`src/khcg_pkg.sv`:
```
// Package for the keyed hop channel generator: command and status types,
// controller states, register indexes and SHA-256 constants and helpers.
// No dependencies.
`default_nettype none
package khcg_pkg;

  localparam int unsigned KeyWidth  = 64;
  localparam int unsigned ChanWidth = 8;
  localparam int unsigned IdxWidth  = 3;

  localparam logic [IdxWidth-1:0] REG_KEY0     = 3'd0;
  localparam logic [IdxWidth-1:0] REG_KEY1     = 3'd1;
  localparam logic [IdxWidth-1:0] REG_KEY2     = 3'd2;
  localparam logic [IdxWidth-1:0] REG_KEY3     = 3'd3;
  localparam logic [IdxWidth-1:0] REG_NUM_CHAN = 3'd4;

  localparam logic [31:0] IPAD_WORD = 32'h3636_3636;
  localparam logic [31:0] OPAD_WORD = 32'h5c5c_5c5c;
  localparam logic [31:0] PAD_ONE   = 32'h8000_0000;
  localparam logic [31:0] LEN_INNER = 32'h0000_0220;
  localparam logic [31:0] LEN_OUTER = 32'h0000_0300;

  typedef enum logic [1:0] {
    BLK_INNER_KEY  = 2'd0,
    BLK_INNER_MSG  = 2'd1,
    BLK_OUTER_KEY  = 2'd2,
    BLK_OUTER_MSG  = 2'd3
  } blk_t;

  typedef enum logic [2:0] {
    S_IDLE,
    S_LOAD,
    S_ROUND,
    S_FINAL,
    S_MOD_START,
    S_MOD,
    S_OUT
  } state_t;

  typedef struct packed {
    logic capture;
    logic zero;
    logic load;
    blk_t blk;
    logic round;
    logic final_add;
    logic mod_start;
    logic mod_step;
  } cmd_t;

  typedef struct packed {
    logic chans_zero;
    logic round_last;
    logic mod_last;
  } status_t;

  function automatic logic [31:0] rotr(input logic [31:0] x, input int unsigned n);
    rotr = (x >> n) | (x << (32 - n));
  endfunction

  function automatic logic [31:0] init_h(input logic [2:0] i);
    case (i)
      3'd0:    init_h = 32'h6a09e667;
      3'd1:    init_h = 32'hbb67ae85;
      3'd2:    init_h = 32'h3c6ef372;
      3'd3:    init_h = 32'ha54ff53a;
      3'd4:    init_h = 32'h510e527f;
      3'd5:    init_h = 32'h9b05688c;
      3'd6:    init_h = 32'h1f83d9ab;
      default: init_h = 32'h5be0cd19;
    endcase
  endfunction

  function automatic logic [31:0] round_k(input logic [5:0] i);
    case (i)
      6'd0:  round_k = 32'h428a2f98;  6'd1:  round_k = 32'h71374491;
      6'd2:  round_k = 32'hb5c0fbcf;  6'd3:  round_k = 32'he9b5dba5;
      6'd4:  round_k = 32'h3956c25b;  6'd5:  round_k = 32'h59f111f1;
      6'd6:  round_k = 32'h923f82a4;  6'd7:  round_k = 32'hab1c5ed5;
      6'd8:  round_k = 32'hd807aa98;  6'd9:  round_k = 32'h12835b01;
      6'd10: round_k = 32'h243185be;  6'd11: round_k = 32'h550c7dc3;
      6'd12: round_k = 32'h72be5d74;  6'd13: round_k = 32'h80deb1fe;
      6'd14: round_k = 32'h9bdc06a7;  6'd15: round_k = 32'hc19bf174;
      6'd16: round_k = 32'he49b69c1;  6'd17: round_k = 32'hefbe4786;
      6'd18: round_k = 32'h0fc19dc6;  6'd19: round_k = 32'h240ca1cc;
      6'd20: round_k = 32'h2de92c6f;  6'd21: round_k = 32'h4a7484aa;
      6'd22: round_k = 32'h5cb0a9dc;  6'd23: round_k = 32'h76f988da;
      6'd24: round_k = 32'h983e5152;  6'd25: round_k = 32'ha831c66d;
      6'd26: round_k = 32'hb00327c8;  6'd27: round_k = 32'hbf597fc7;
      6'd28: round_k = 32'hc6e00bf3;  6'd29: round_k = 32'hd5a79147;
      6'd30: round_k = 32'h06ca6351;  6'd31: round_k = 32'h14292967;
      6'd32: round_k = 32'h27b70a85;  6'd33: round_k = 32'h2e1b2138;
      6'd34: round_k = 32'h4d2c6dfc;  6'd35: round_k = 32'h53380d13;
      6'd36: round_k = 32'h650a7354;  6'd37: round_k = 32'h766a0abb;
      6'd38: round_k = 32'h81c2c92e;  6'd39: round_k = 32'h92722c85;
      6'd40: round_k = 32'ha2bfe8a1;  6'd41: round_k = 32'ha81a664b;
      6'd42: round_k = 32'hc24b8b70;  6'd43: round_k = 32'hc76c51a3;
      6'd44: round_k = 32'hd192e819;  6'd45: round_k = 32'hd6990624;
      6'd46: round_k = 32'hf40e3585;  6'd47: round_k = 32'h106aa070;
      6'd48: round_k = 32'h19a4c116;  6'd49: round_k = 32'h1e376c08;
      6'd50: round_k = 32'h2748774c;  6'd51: round_k = 32'h34b0bcb5;
      6'd52: round_k = 32'h391c0cb3;  6'd53: round_k = 32'h4ed8aa4a;
      6'd54: round_k = 32'h5b9cca4f;  6'd55: round_k = 32'h682e6ff3;
      6'd56: round_k = 32'h748f82ee;  6'd57: round_k = 32'h78a5636f;
      6'd58: round_k = 32'h84c87814;  6'd59: round_k = 32'h8cc70208;
      6'd60: round_k = 32'h90befffa;  6'd61: round_k = 32'ha4506ceb;
      6'd62: round_k = 32'hbef9a3f7;  default: round_k = 32'hc67178f2;
    endcase
  endfunction

endpackage
`default_nettype wire

```
`src/khcg_datapath.sv`:
```
// Datapath: one shared SHA-256 round unit with its message schedule,
// chaining and inner digest registers, and a bit-serial remainder unit.
// Depends on khcg_pkg.
`default_nettype none
module khcg_datapath (
  input  wire                          clk,
  input  wire                          rst_n,
  input  khcg_pkg::cmd_t               cmd,
  output khcg_pkg::status_t            status,
  input  wire  [31:0]                  frame_number,
  input  wire  [4*khcg_pkg::KeyWidth-1:0] key,
  input  wire  [khcg_pkg::ChanWidth-1:0]  num_channels,
  output logic [khcg_pkg::ChanWidth-1:0]  hop_channel
);
  import khcg_pkg::*;

  logic [31:0] frame_r;
  logic [31:0] h_r [8];
  logic [31:0] h_nxt [8];
  logic [31:0] v_r [8];
  logic [31:0] v_nxt [8];
  logic [31:0] w_r [16];
  logic [31:0] w_nxt [16];
  logic [31:0] inner_r [8];
  logic [31:0] blk_word [16];
  logic [31:0] sum [8];
  blk_t        blk_r;
  logic [5:0]  cnt_r;
  logic [15:0] div_r;
  logic [8:0]  rem_r;
  logic [8:0]  rem_shift;
  logic [3:0]  mcnt_r;
  logic [31:0] big_s0, big_s1, ch, maj, t1, t2, sched;

  always_comb begin
    for (int j = 0; j < 16; j++) begin
      case (cmd.blk)
        BLK_INNER_KEY: begin
          blk_word[j] = (j < 8) ? (key[255-32*j -: 32] ^ IPAD_WORD) : IPAD_WORD;
        end
        BLK_INNER_MSG: begin
          blk_word[j] = (j == 0) ? {frame_r[7:0], frame_r[15:8], frame_r[23:16],
                                    frame_r[31:24]} :
                        (j == 1) ? PAD_ONE : (j == 15) ? LEN_INNER : 32'd0;
        end
        BLK_OUTER_KEY: begin
          blk_word[j] = (j < 8) ? (key[255-32*j -: 32] ^ OPAD_WORD) : OPAD_WORD;
        end
        default: begin
          blk_word[j] = (j < 8) ? inner_r[j[2:0]] :
                        (j == 8) ? PAD_ONE : (j == 15) ? LEN_OUTER : 32'd0;
        end
      endcase
    end
  end

  always_comb begin
    big_s1 = rotr(v_r[4], 6) ^ rotr(v_r[4], 11) ^ rotr(v_r[4], 25);
    ch     = (v_r[4] & v_r[5]) ^ (~v_r[4] & v_r[6]);
    t1     = v_r[7] + big_s1 + ch + round_k(cnt_r) + w_r[0];
    big_s0 = rotr(v_r[0], 2) ^ rotr(v_r[0], 13) ^ rotr(v_r[0], 22);
    maj    = (v_r[0] & v_r[1]) ^ (v_r[0] & v_r[2]) ^ (v_r[1] & v_r[2]);
    t2     = big_s0 + maj;
    sched  = w_r[0] + (rotr(w_r[1], 7) ^ rotr(w_r[1], 18) ^ (w_r[1] >> 3)) + w_r[9]
           + (rotr(w_r[14], 17) ^ rotr(w_r[14], 19) ^ (w_r[14] >> 10));
    for (int i = 0; i < 8; i++) begin
      sum[i] = h_r[i] + v_r[i];
    end
    for (int i = 0; i < 8; i++) begin
      h_nxt[i] = h_r[i];
      v_nxt[i] = v_r[i];
    end
    for (int j = 0; j < 16; j++) begin
      w_nxt[j] = w_r[j];
    end
    if (cmd.load) begin
      for (int i = 0; i < 8; i++) begin
        if (cmd.blk == BLK_INNER_KEY || cmd.blk == BLK_OUTER_KEY) begin
          h_nxt[i] = init_h(i[2:0]);
          v_nxt[i] = init_h(i[2:0]);
        end else begin
          v_nxt[i] = h_r[i];
        end
      end
      for (int j = 0; j < 16; j++) begin
        w_nxt[j] = blk_word[j];
      end
    end else if (cmd.round) begin
      v_nxt[0] = t1 + t2;
      v_nxt[1] = v_r[0];
      v_nxt[2] = v_r[1];
      v_nxt[3] = v_r[2];
      v_nxt[4] = v_r[3] + t1;
      v_nxt[5] = v_r[4];
      v_nxt[6] = v_r[5];
      v_nxt[7] = v_r[6];
      for (int j = 0; j < 15; j++) begin
        w_nxt[j] = w_r[j+1];
      end
      w_nxt[15] = sched;
    end else if (cmd.final_add) begin
      for (int i = 0; i < 8; i++) begin
        h_nxt[i] = sum[i];
      end
    end
  end

  always_ff @(posedge clk) begin
    for (int i = 0; i < 8; i++) begin
      h_r[i] <= h_nxt[i];
      v_r[i] <= v_nxt[i];
    end
    for (int j = 0; j < 16; j++) begin
      w_r[j] <= w_nxt[j];
    end
    if (cmd.capture) begin
      frame_r <= frame_number;
    end
    if (cmd.load) begin
      blk_r <= cmd.blk;
    end
    if (cmd.final_add && blk_r == BLK_INNER_MSG) begin
      for (int i = 0; i < 8; i++) begin
        inner_r[i] <= sum[i];
      end
    end
  end

  always_ff @(posedge clk) begin
    if (!rst_n) begin
      cnt_r <= '0;
    end else if (cmd.load) begin
      cnt_r <= '0;
    end else if (cmd.round) begin
      cnt_r <= cnt_r + 6'd1;
    end
  end

  assign rem_shift = {rem_r[7:0], div_r[15]};

  always_ff @(posedge clk) begin
    if (cmd.zero) begin
      rem_r <= '0;
    end else if (cmd.mod_start) begin
      rem_r  <= '0;
      div_r  <= {h_r[0][23:16], h_r[0][31:24]};
      mcnt_r <= '0;
    end else if (cmd.mod_step) begin
      rem_r  <= (rem_shift >= {1'b0, num_channels}) ? rem_shift - {1'b0, num_channels}
                                                    : rem_shift;
      div_r  <= {div_r[14:0], 1'b0};
      mcnt_r <= mcnt_r + 4'd1;
    end
  end

  assign status.chans_zero = (num_channels == '0);
  assign status.round_last = (cnt_r == 6'd63);
  assign status.mod_last   = (mcnt_r == 4'd15);
  assign hop_channel       = rem_r[7:0];

endmodule
`default_nettype wire

```
`src/khcg_ctrl.sv`:
```
// Controller: sequences the four compressions of one keyed hash and the
// remainder, and runs the input and result handshakes. Depends on khcg_pkg.
`default_nettype none
module khcg_ctrl (
  input  wire                clk,
  input  wire                rst_n,
  input  wire                in_valid,
  output logic               in_ready,
  output logic               out_valid,
  input  wire                out_ready,
  input  khcg_pkg::status_t  status,
  output khcg_pkg::cmd_t     cmd
);
  import khcg_pkg::*;

  state_t state_r, state_nxt;
  blk_t   blk_r, blk_nxt;

  always_ff @(posedge clk) begin
    if (!rst_n) begin
      state_r <= S_IDLE;
      blk_r   <= BLK_INNER_KEY;
    end else begin
      state_r <= state_nxt;
      blk_r   <= blk_nxt;
    end
  end

  always_comb begin
    state_nxt = state_r;
    blk_nxt   = blk_r;
    cmd       = '0;
    cmd.blk   = blk_r;
    in_ready  = 1'b0;
    out_valid = 1'b0;
    case (state_r)
      S_IDLE: begin
        in_ready = 1'b1;
        if (in_valid) begin
          cmd.capture = 1'b1;
          blk_nxt     = BLK_INNER_KEY;
          if (status.chans_zero) begin
            cmd.zero  = 1'b1;
            state_nxt = S_OUT;
          end else begin
            state_nxt = S_LOAD;
          end
        end
      end
      S_LOAD: begin
        cmd.load  = 1'b1;
        state_nxt = S_ROUND;
      end
      S_ROUND: begin
        cmd.round = 1'b1;
        if (status.round_last) begin
          state_nxt = S_FINAL;
        end
      end
      S_FINAL: begin
        cmd.final_add = 1'b1;
        if (blk_r == BLK_OUTER_MSG) begin
          state_nxt = S_MOD_START;
        end else begin
          blk_nxt   = blk_t'(blk_r + 2'd1);
          state_nxt = S_LOAD;
        end
      end
      S_MOD_START: begin
        cmd.mod_start = 1'b1;
        state_nxt     = S_MOD;
      end
      S_MOD: begin
        cmd.mod_step = 1'b1;
        if (status.mod_last) begin
          state_nxt = S_OUT;
        end
      end
      S_OUT: begin
        out_valid = 1'b1;
        if (out_ready) begin
          state_nxt = S_IDLE;
        end
      end
      default: begin
        state_nxt = S_IDLE;
      end
    endcase
  end

  a_hash_starts: assert property (@(posedge clk) disable iff (!rst_n)
    in_valid && in_ready && !status.chans_zero |=> state_r == S_LOAD && blk_r == BLK_INNER_KEY)
    else $error("hash did not start after a transfer");

  a_round_ends: assert property (@(posedge clk) disable iff (!rst_n)
    state_r == S_ROUND && status.round_last |=> state_r == S_FINAL)
    else $error("compression did not finish after its last round");

  a_result_held: assert property (@(posedge clk) disable iff (!rst_n)
    out_valid && !out_ready |=> out_valid)
    else $error("result dropped before transfer");

  a_no_overlap: assert property (@(posedge clk) disable iff (!rst_n)
    out_valid && out_ready |=> in_ready && !out_valid)
    else $error("block not idle after result transfer");

endmodule
`default_nettype wire

```
`src/keyed_hop_channel_generator_unit.sv`:
```
// Top level of the keyed hop channel generator: configuration registers,
// controller and datapath. Depends on khcg_pkg, khcg_ctrl and khcg_datapath.
//
// Each frame number is hashed with HMAC-SHA256 under the 32-byte network key,
// and the first two digest bytes, read little-endian, modulo the channel count
// give the hop channel. One item is processed at a time: with a nonzero channel
// count the single shared SHA-256 round unit runs four compressions of 64
// rounds plus a load and a final add each, followed by a bit-serial remainder
// over the 16-bit digest value. With a channel count of zero the result is 0
// and is offered in the cycle after the transfer. Configuration is to be written
// by the user only while the block is idle; the block itself does not enforce it.
`default_nettype none
module keyed_hop_channel_generator_unit (
  input  wire                               clk,
  input  wire                               rst_n,
  input  wire                               in_valid,
  output logic                              in_ready,
  input  wire  [31:0]                       in_frame_number,
  output logic                              out_valid,
  input  wire                               out_ready,
  output logic [khcg_pkg::ChanWidth-1:0]    out_hop_channel,
  input  wire                               cfg_we,
  input  wire  [khcg_pkg::IdxWidth-1:0]     cfg_index,
  input  wire  [khcg_pkg::KeyWidth-1:0]     cfg_data
);
  import khcg_pkg::*;

  logic [KeyWidth-1:0]  key0_r, key1_r, key2_r, key3_r;
  logic [ChanWidth-1:0] chans_r;
  cmd_t                 cmd;
  status_t              status;

  always_ff @(posedge clk) begin
    if (!rst_n) begin
      key0_r  <= '0;
      key1_r  <= '0;
      key2_r  <= '0;
      key3_r  <= '0;
      chans_r <= '0;
    end else if (cfg_we) begin
      case (cfg_index)
        REG_KEY0:     key0_r  <= cfg_data;
        REG_KEY1:     key1_r  <= cfg_data;
        REG_KEY2:     key2_r  <= cfg_data;
        REG_KEY3:     key3_r  <= cfg_data;
        REG_NUM_CHAN: chans_r <= cfg_data[ChanWidth-1:0];
        default: begin
        end
      endcase
    end
  end

  khcg_ctrl u_ctrl (
    .clk       (clk),
    .rst_n     (rst_n),
    .in_valid  (in_valid),
    .in_ready  (in_ready),
    .out_valid (out_valid),
    .out_ready (out_ready),
    .status    (status),
    .cmd       (cmd)
  );

  khcg_datapath u_datapath (
    .clk          (clk),
    .rst_n        (rst_n),
    .cmd          (cmd),
    .status       (status),
    .frame_number (in_frame_number),
    .key          ({key0_r, key1_r, key2_r, key3_r}),
    .num_channels (chans_r),
    .hop_channel  (out_hop_channel)
  );

endmodule
`default_nettype wire
```
`config.mk`:
```
export PLATFORM = sky130hd
export DESIGN_NAME = keyed_hop_channel_generator_unit
export DESIGN_NICKNAME = d
export VERILOG_FILES = /design/src/khcg_pkg.sv /design/src/khcg_datapath.sv /design/src/khcg_ctrl.sv /design/src/keyed_hop_channel_generator_unit.sv
export SDC_FILE = /design/constraint.sdc
export NUM_CORES = 2
export LEC_CHECK = 0
export BUFFER_PORTS_ARGS = -buffer_cell sky130_fd_sc_hd__buf_2
export CAP_MARGIN = 20
export CELL_PAD_IN_SITES_DETAIL_PLACEMENT = 1
export CELL_PAD_IN_SITES_GLOBAL_PLACEMENT = 1
export CORE_MARGIN = 5
export CORE_UTILIZATION = 30
export CTS_CLUSTER_DIAMETER = 200
export DETAILED_ROUTE_END_ITERATION = 10
export PLACE_DENSITY_LB_ADDON = 0.1
export SETUP_SLACK_MARGIN = 0.2
export SYNTH_ARGS = -nofsm -noshare
export SYNTH_HDL_FRONTEND = slang
export SYNTH_HIERARCHICAL = 1
export SYNTH_SLANG_ARGS = --single-unit
```
`constraint.sdc`:
```
create_clock -name clk -period 28.1 [get_ports clk]
set_clock_uncertainty 0.15 [all_clocks]
set_input_delay 7.025 -clock clk [delete_from_list [all_inputs] [get_ports clk]]
set_output_delay 7.025 -clock clk [all_outputs]
set_load 0.01 [all_outputs]
```
# Word-level counts from Yosys, hierarchy flattened
# Memory sizes are Yosys's and may differ from the RTL's. A register that Yosys moved wholly into a read port is not among the register bits.
# Index checks and enable logic that the tools add are counted.
word_totals:
  elab_cells: 179
  out_inout_bits: 10
  mem_bits_ro: 2048
  reg_bits: 337
  input_bits: 104
  memories: 5
  ramBits: 1280
classes:
  n_bitwise: 45
  n_lt_le_gt_ge: 1
  mux: 54
  addsub: 22
  n_eq_ne: 21
  n_reduce_logical: 18
mem_list:
  columns: ["name", "words", "word_bits", "read_ports", "rd_clocked_by_memory_dff", "wr", "line", "text"]
  rows:
  - ["(name not given)", 64, 32, 1, 1, 0, "khcg_pkg.sv:75", "case (i)"]
  - ["u_datapath.w_r", 16, 32, 16, 0, 16, "khcg_datapath.sv:22", "logic [31:0] w_r [16];"]
  - ["u_datapath.h_r", 8, 32, 8, 0, 8, "khcg_datapath.sv:18", "logic [31:0] h_r [8];"]
  - ["u_datapath.inner_r", 8, 32, 8, 0, 8, "khcg_datapath.sv:24", "logic [31:0] inner_r [8];"]
  - ["u_datapath.v_r", 8, 32, 8, 0, 8, "khcg_datapath.sv:20", "logic [31:0] v_r [8];"]
ops:
  columns: ["cell", "n"]
  rows:
  - ["2-to-1 mux 256 bit", 5]
  - ["2-to-1 mux 512 bit", 2]
  - ["case mux 32 bit (3 select lines)", 9]
  - ["adder 32 bit", 18]
  - ["XOR 32 bit", 9]
  - ["2-to-1 mux 32 bit", 8]
  - ["NOT 16 bit", 16]
  - ["bitwise AND 32 bit", 5]
  - ["case mux 31 bit (3 select lines)", 1]
  - ["case mux 31 bit (2 select lines)", 1]
  - ["2-to-1 mux 16 bit", 2]
  - ["NOT 32 bit", 1]
  - ["OR 10 x 32 -> 32 bit", 1]
  - ["OR 13 x 32 -> 32 bit", 1]
  - ["OR 14 x 32 -> 32 bit", 1]
  - ["OR 15 x 32 -> 32 bit", 1]
  - ["OR 19 x 32 -> 32 bit", 1]
  - ["OR 21 x 32 -> 32 bit", 1]
  - ["OR 25 x 32 -> 32 bit", 1]
  - ["OR 26 x 32 -> 32 bit", 1]
  - ["OR 30 x 32 -> 32 bit", 1]
  - ["OR 7 x 32 -> 32 bit", 1]
  - ["XOR 32 x 22 -> 32 bit", 1]
  - ["XOR 32 x 29 -> 32 bit", 1]
  - ["other kinds (32)", 72]

# Longest topological paths before layout
# An unclocked memory read counts as a cell.
depth:
  depth_word: 11
  depth_mapped: 34
  depth_no_buf: 33

# Modules after synthesis
# Netlist, hierarchy kept.
by_module_without_submodules:
  columns: ["module", "cells_per_inst", "seq_area_each_um2", "area_each_um2", "n_inst"]
  rows:
  - ["khcg_datapath", 7639, 40358.7, 82768.1, 1]
  - ["keyed_hop_channel_generator_unit", 926, 5285.1, 9746.8, 1]
  - ["khcg_ctrl", 49, 100.1, 411.6, 1]

# Worst setup path after synthesis
# Ideal clock, no wire load.
synth_path:
  kind: "register -> register"
  from: "reg, netlist name u_ctrl/state_r[0]"
  to: "mem u_datapath.h_r[0][0], enable pin"
  synth_period_minus_slack_ns: 20.404
  n_path_buf: 3
  stages_incl_launch_ff: 7
  arrival_ns: 19.027
  t_required_ns: 26.723
  setup_slack_ns: 7.696
  setup_time_ns: 1.227
  path_cell_list: "dfxtp_1 nand2b_1 nor2_1 clkbuf_1 clkbuf_1 clkbuf_1 o21ai_0"
synth_lines:
  columns: ["element", "line"]
  rows:
  - ["end: declaration", "khcg_datapath.sv:18"]

==> results.cfg <==
[clocking]
cts_buffer_depth = 4
cts.clk_slew.worst_paths_ns = 0.06
hold_buffers = 0
postCtsSetupRepairBufs = 0
numCtsBuffers = 202
htree_levels = 4
cts_root_buffer = clkbuf_16
cts_resized = 0
cts_tree = done
clock_sinks = 1649
insertion_delay_ns = 0.90

[route]
final_antenna_net_count = 0
met2WireLength_um = 190000
routed_wl_um = 429000
firstDrtPassIters = 8
vias_per_cell = 5.46
top_layer_used = met4
vias = 70200
wl_met1_um = 203000
post_drt_wl_per_cell_um = 33.3
drt-initial-drc-count = 7188
drc = 0
dr_wl_met3_um = 21200

[cells_and_area]
syn2layout_area_growth_pct = 12.5
final_cell_area_sq_um = 105000
fin_cells = 12900
drive_gt1_share_pct = 7.61
nNetsFinal = 9266

[floorplanning]
die-area_sq_um = 321000
die-width_um = 567
initial_utilization_pct = 30.1
ios = 114
fp-row-count = 204
die_h_um = 567
core-area_sq_um = 309000

[yosys]
synth.distinct_cells = 100
yosys.area_share.simple_pct = 9.75
synth_top_area_cell = edfxtp_1
synth_common_cells = edfxtp_1 (1,272), nand2_1 (1,237), xnor2_1 (552)
syn_area_per_cell_sq_um = 10.8
synth.area.mux_share_pct = 4.11
synthTopCellsByArea = edfxtp_1 (41%), dfxtp_1 (8.1%), ha_1 (5.4%), xnor2_1 (5.2%), nand2_1 (5.0%)
synth_compound_area_share_pct = 16.4
yosysMostFrequentCell = edfxtp_1
yosysSeqAreaShare_pct = 49.2
yosys_warnings = 6
synth_top_family_by_area = compound AO/OA/AOI/OAI gates
synth_cells = 8614
synth-xor-area-share_pct = 6.76
synth_edf_count = 1272
yosys.area_share.adder_pct = 9.79
async_flop_share_pct = 0
synth_nets = 9314
ys_seq_elements = 1649
ys.flop_type = edfxtp_1
syn_area_sq_um = 92900
synth_top_area_share_pct = 41.1

[critical_path]
crit_slowest_cell = nor2b_1
reg2reg_slack_ns = 18.63
crit_top_cell = buf_4
endpoint_kind = flop
crit_required_ns = 28.72
crit_fanout = 37
slowest_delay_ns = 0.76
critical_path_buf_inv_count = 5
cp_data_arrival_time_ns = 11.16
crit_chain = buf_8 > nor2b_1 > nand2_1 > buf_4 > inv_1 > buf_4 > ha_1 > buf_4 > and2_1 > a21oi_1 > o21ai_0 > o311ai_0 > o21ai_0
crit_family = buffers and inverters
reg2reg_to = u_datapath/v_r[0][31]
start_kind = input pin
rr_startpoint = u_datapath/v_r[2][26]
reg2regPathDepth = 32
critical_path_class = input pin to flop

[min_path]
min_from = key3_r[10]
hp-class = flop to flop
holdPathEnd = key3_r[10]
hold_depth = 2

[timing]
period_needed_ns = 10.54
rsz0062_at_grt = false
slew_headroom_pct = 17.2
finalWorstSetupSlack_ns = 17.56
hold_violations = 0
setup_tns_ns = 0
setup_violations = 0
max_clock_freq_ghz = 0.0949
finalMaxSlewViolations = 0
worst_pin_slew_ns = 1.24
period_share_pct = 37.5

[placed_design]
hpwl_um = 321000
placed_area_sq_um = 97900
port_buffers = 113
pre_cts_ws_ns = 16.85
dpl.cell_count = 12500
gp_congestion = 0.879

[global_routing]
grt_pass1_vias = 70500
grtUsageTotal_pct = 25.7
grt_max_degree = 159
grt_first_pass_wirelength_um = 589000
antenna_found_initial = 35
gr-total-overflow = 0

[status]
status = finished, final reports clean

[job]
max_cap_viol_count = 0
logic make-up after synthesis:
kind of cell | after synthesis
XOR/XNOR | 717
multiplexers | 376
adder cells (fa/ha/maj) | 613
AND/OR/NAND/NOR | 2128
flip-flops | 1649
AO/OA/AOI/OAI | 2227
buffers and inverters | 904
registers in the layout (all words and copies together) (netlist names), named ones only:
| register | count |
|---|---|
| key3_r | 64 |
| u_datapath/w_r | 512 |
| key0_r | 64 |
| u_datapath/inner_r | 256 |
| key2_r | 64 |
| u_datapath/div_r | 16 |
| chans_r | 8 |
| u_datapath/rem_r | 8 |
| u_datapath/mcnt_r | 4 |
| u_datapath/h_r | 256 |
| u_datapath/cnt_r | 6 |
| key1_r | 64 |
| u_datapath/blk_r | 2 |
| u_ctrl/blk_r | 2 |
| u_datapath/frame_r | 32 |
| u_ctrl/state_r | 3 |
| u_datapath/v_r | 256 |
cell usage in the layout (no fill, tap or decap), types with 196 or more instances in the layout:
| cell type | n |
|---|---|
| nor2_1 | 422 |
| a21oi_1 | 412 |
| o22a_1 | 205 |
| fa_1 | 196 |
| dfxtp_1 | 376 |
| xnor2_1 | 542 |
| mux2i_1 | 341 |
| o21ai_0 | 546 |
| edfxtp_1 | 1272 |
| inv_1 | 400 |
| clkbuf_16 | 203 |
| nand2_1 | 1233 |
| ha_1 | 400 |
worst register-to-register path: cells and delay by family, from the launching register on:
| family | cells | cell delay [ns] |
|---|---|---|
| AO/OA/AOI/OAI | 12 | 3.03 |
| flip-flops | 1 | 0.89 |
| XOR/XNOR | 5 | 1.14 |
| AND/OR/NAND/NOR | 5 | 1.14 |
| adder cells (fa/ha/maj) | 7 | 2.65 |
| buffers and inverters | 3 | 0.21 |
layer usage:
metal  global-route usage (%)  vias to the layer above
met2                     40.2                     1856
met3                     3.02                      365
li1                         -                    31200
met5                        0                        -
met1                     37.5                    36800
met4                     7.02                        0
how the worst max path moves through the flow:
stage	startpoint	to	cells past startpoint
2_1_floorplan	u_ctrl/state_r[0]	u_datapath/h_r[0][0]	6
3_3_place_gp	rst_n	flop	13
3_5_place_dp	rst_n	flop	13
4_1_cts	rst_n	flop	13
5_1_grt	rst_n	flop	13
6_report	rst_n	flop	13
per-stage QoR:
step	hold WS [ns]	utilization, %
2_1_floorplan	0.275	-
3_3_place_gp	0.295	31.7
3_5_place_dp	0.306	31.7
4_1_cts	0.315	33.9
5_1_grt	0.332	33.9
6_report	0.312	33.9
layout make-up:
class | count | area (sq um)
diodes | 6 | 15.0
clock inverters | 102 | 1220
inverters | 408 | 1550
clock buffers | 270 | 5450
flip-flops and latches | 1649 | 45700
multi-input cells | 6061 | 43800
repair buffers | 244 | 1680
fillers | 33700 | 204000
well taps | 4120 | 5150
Power is left out: the tool's default activity adds up to more than one toggle a clock period on the data nets, which glitch-free logic cannot reach.
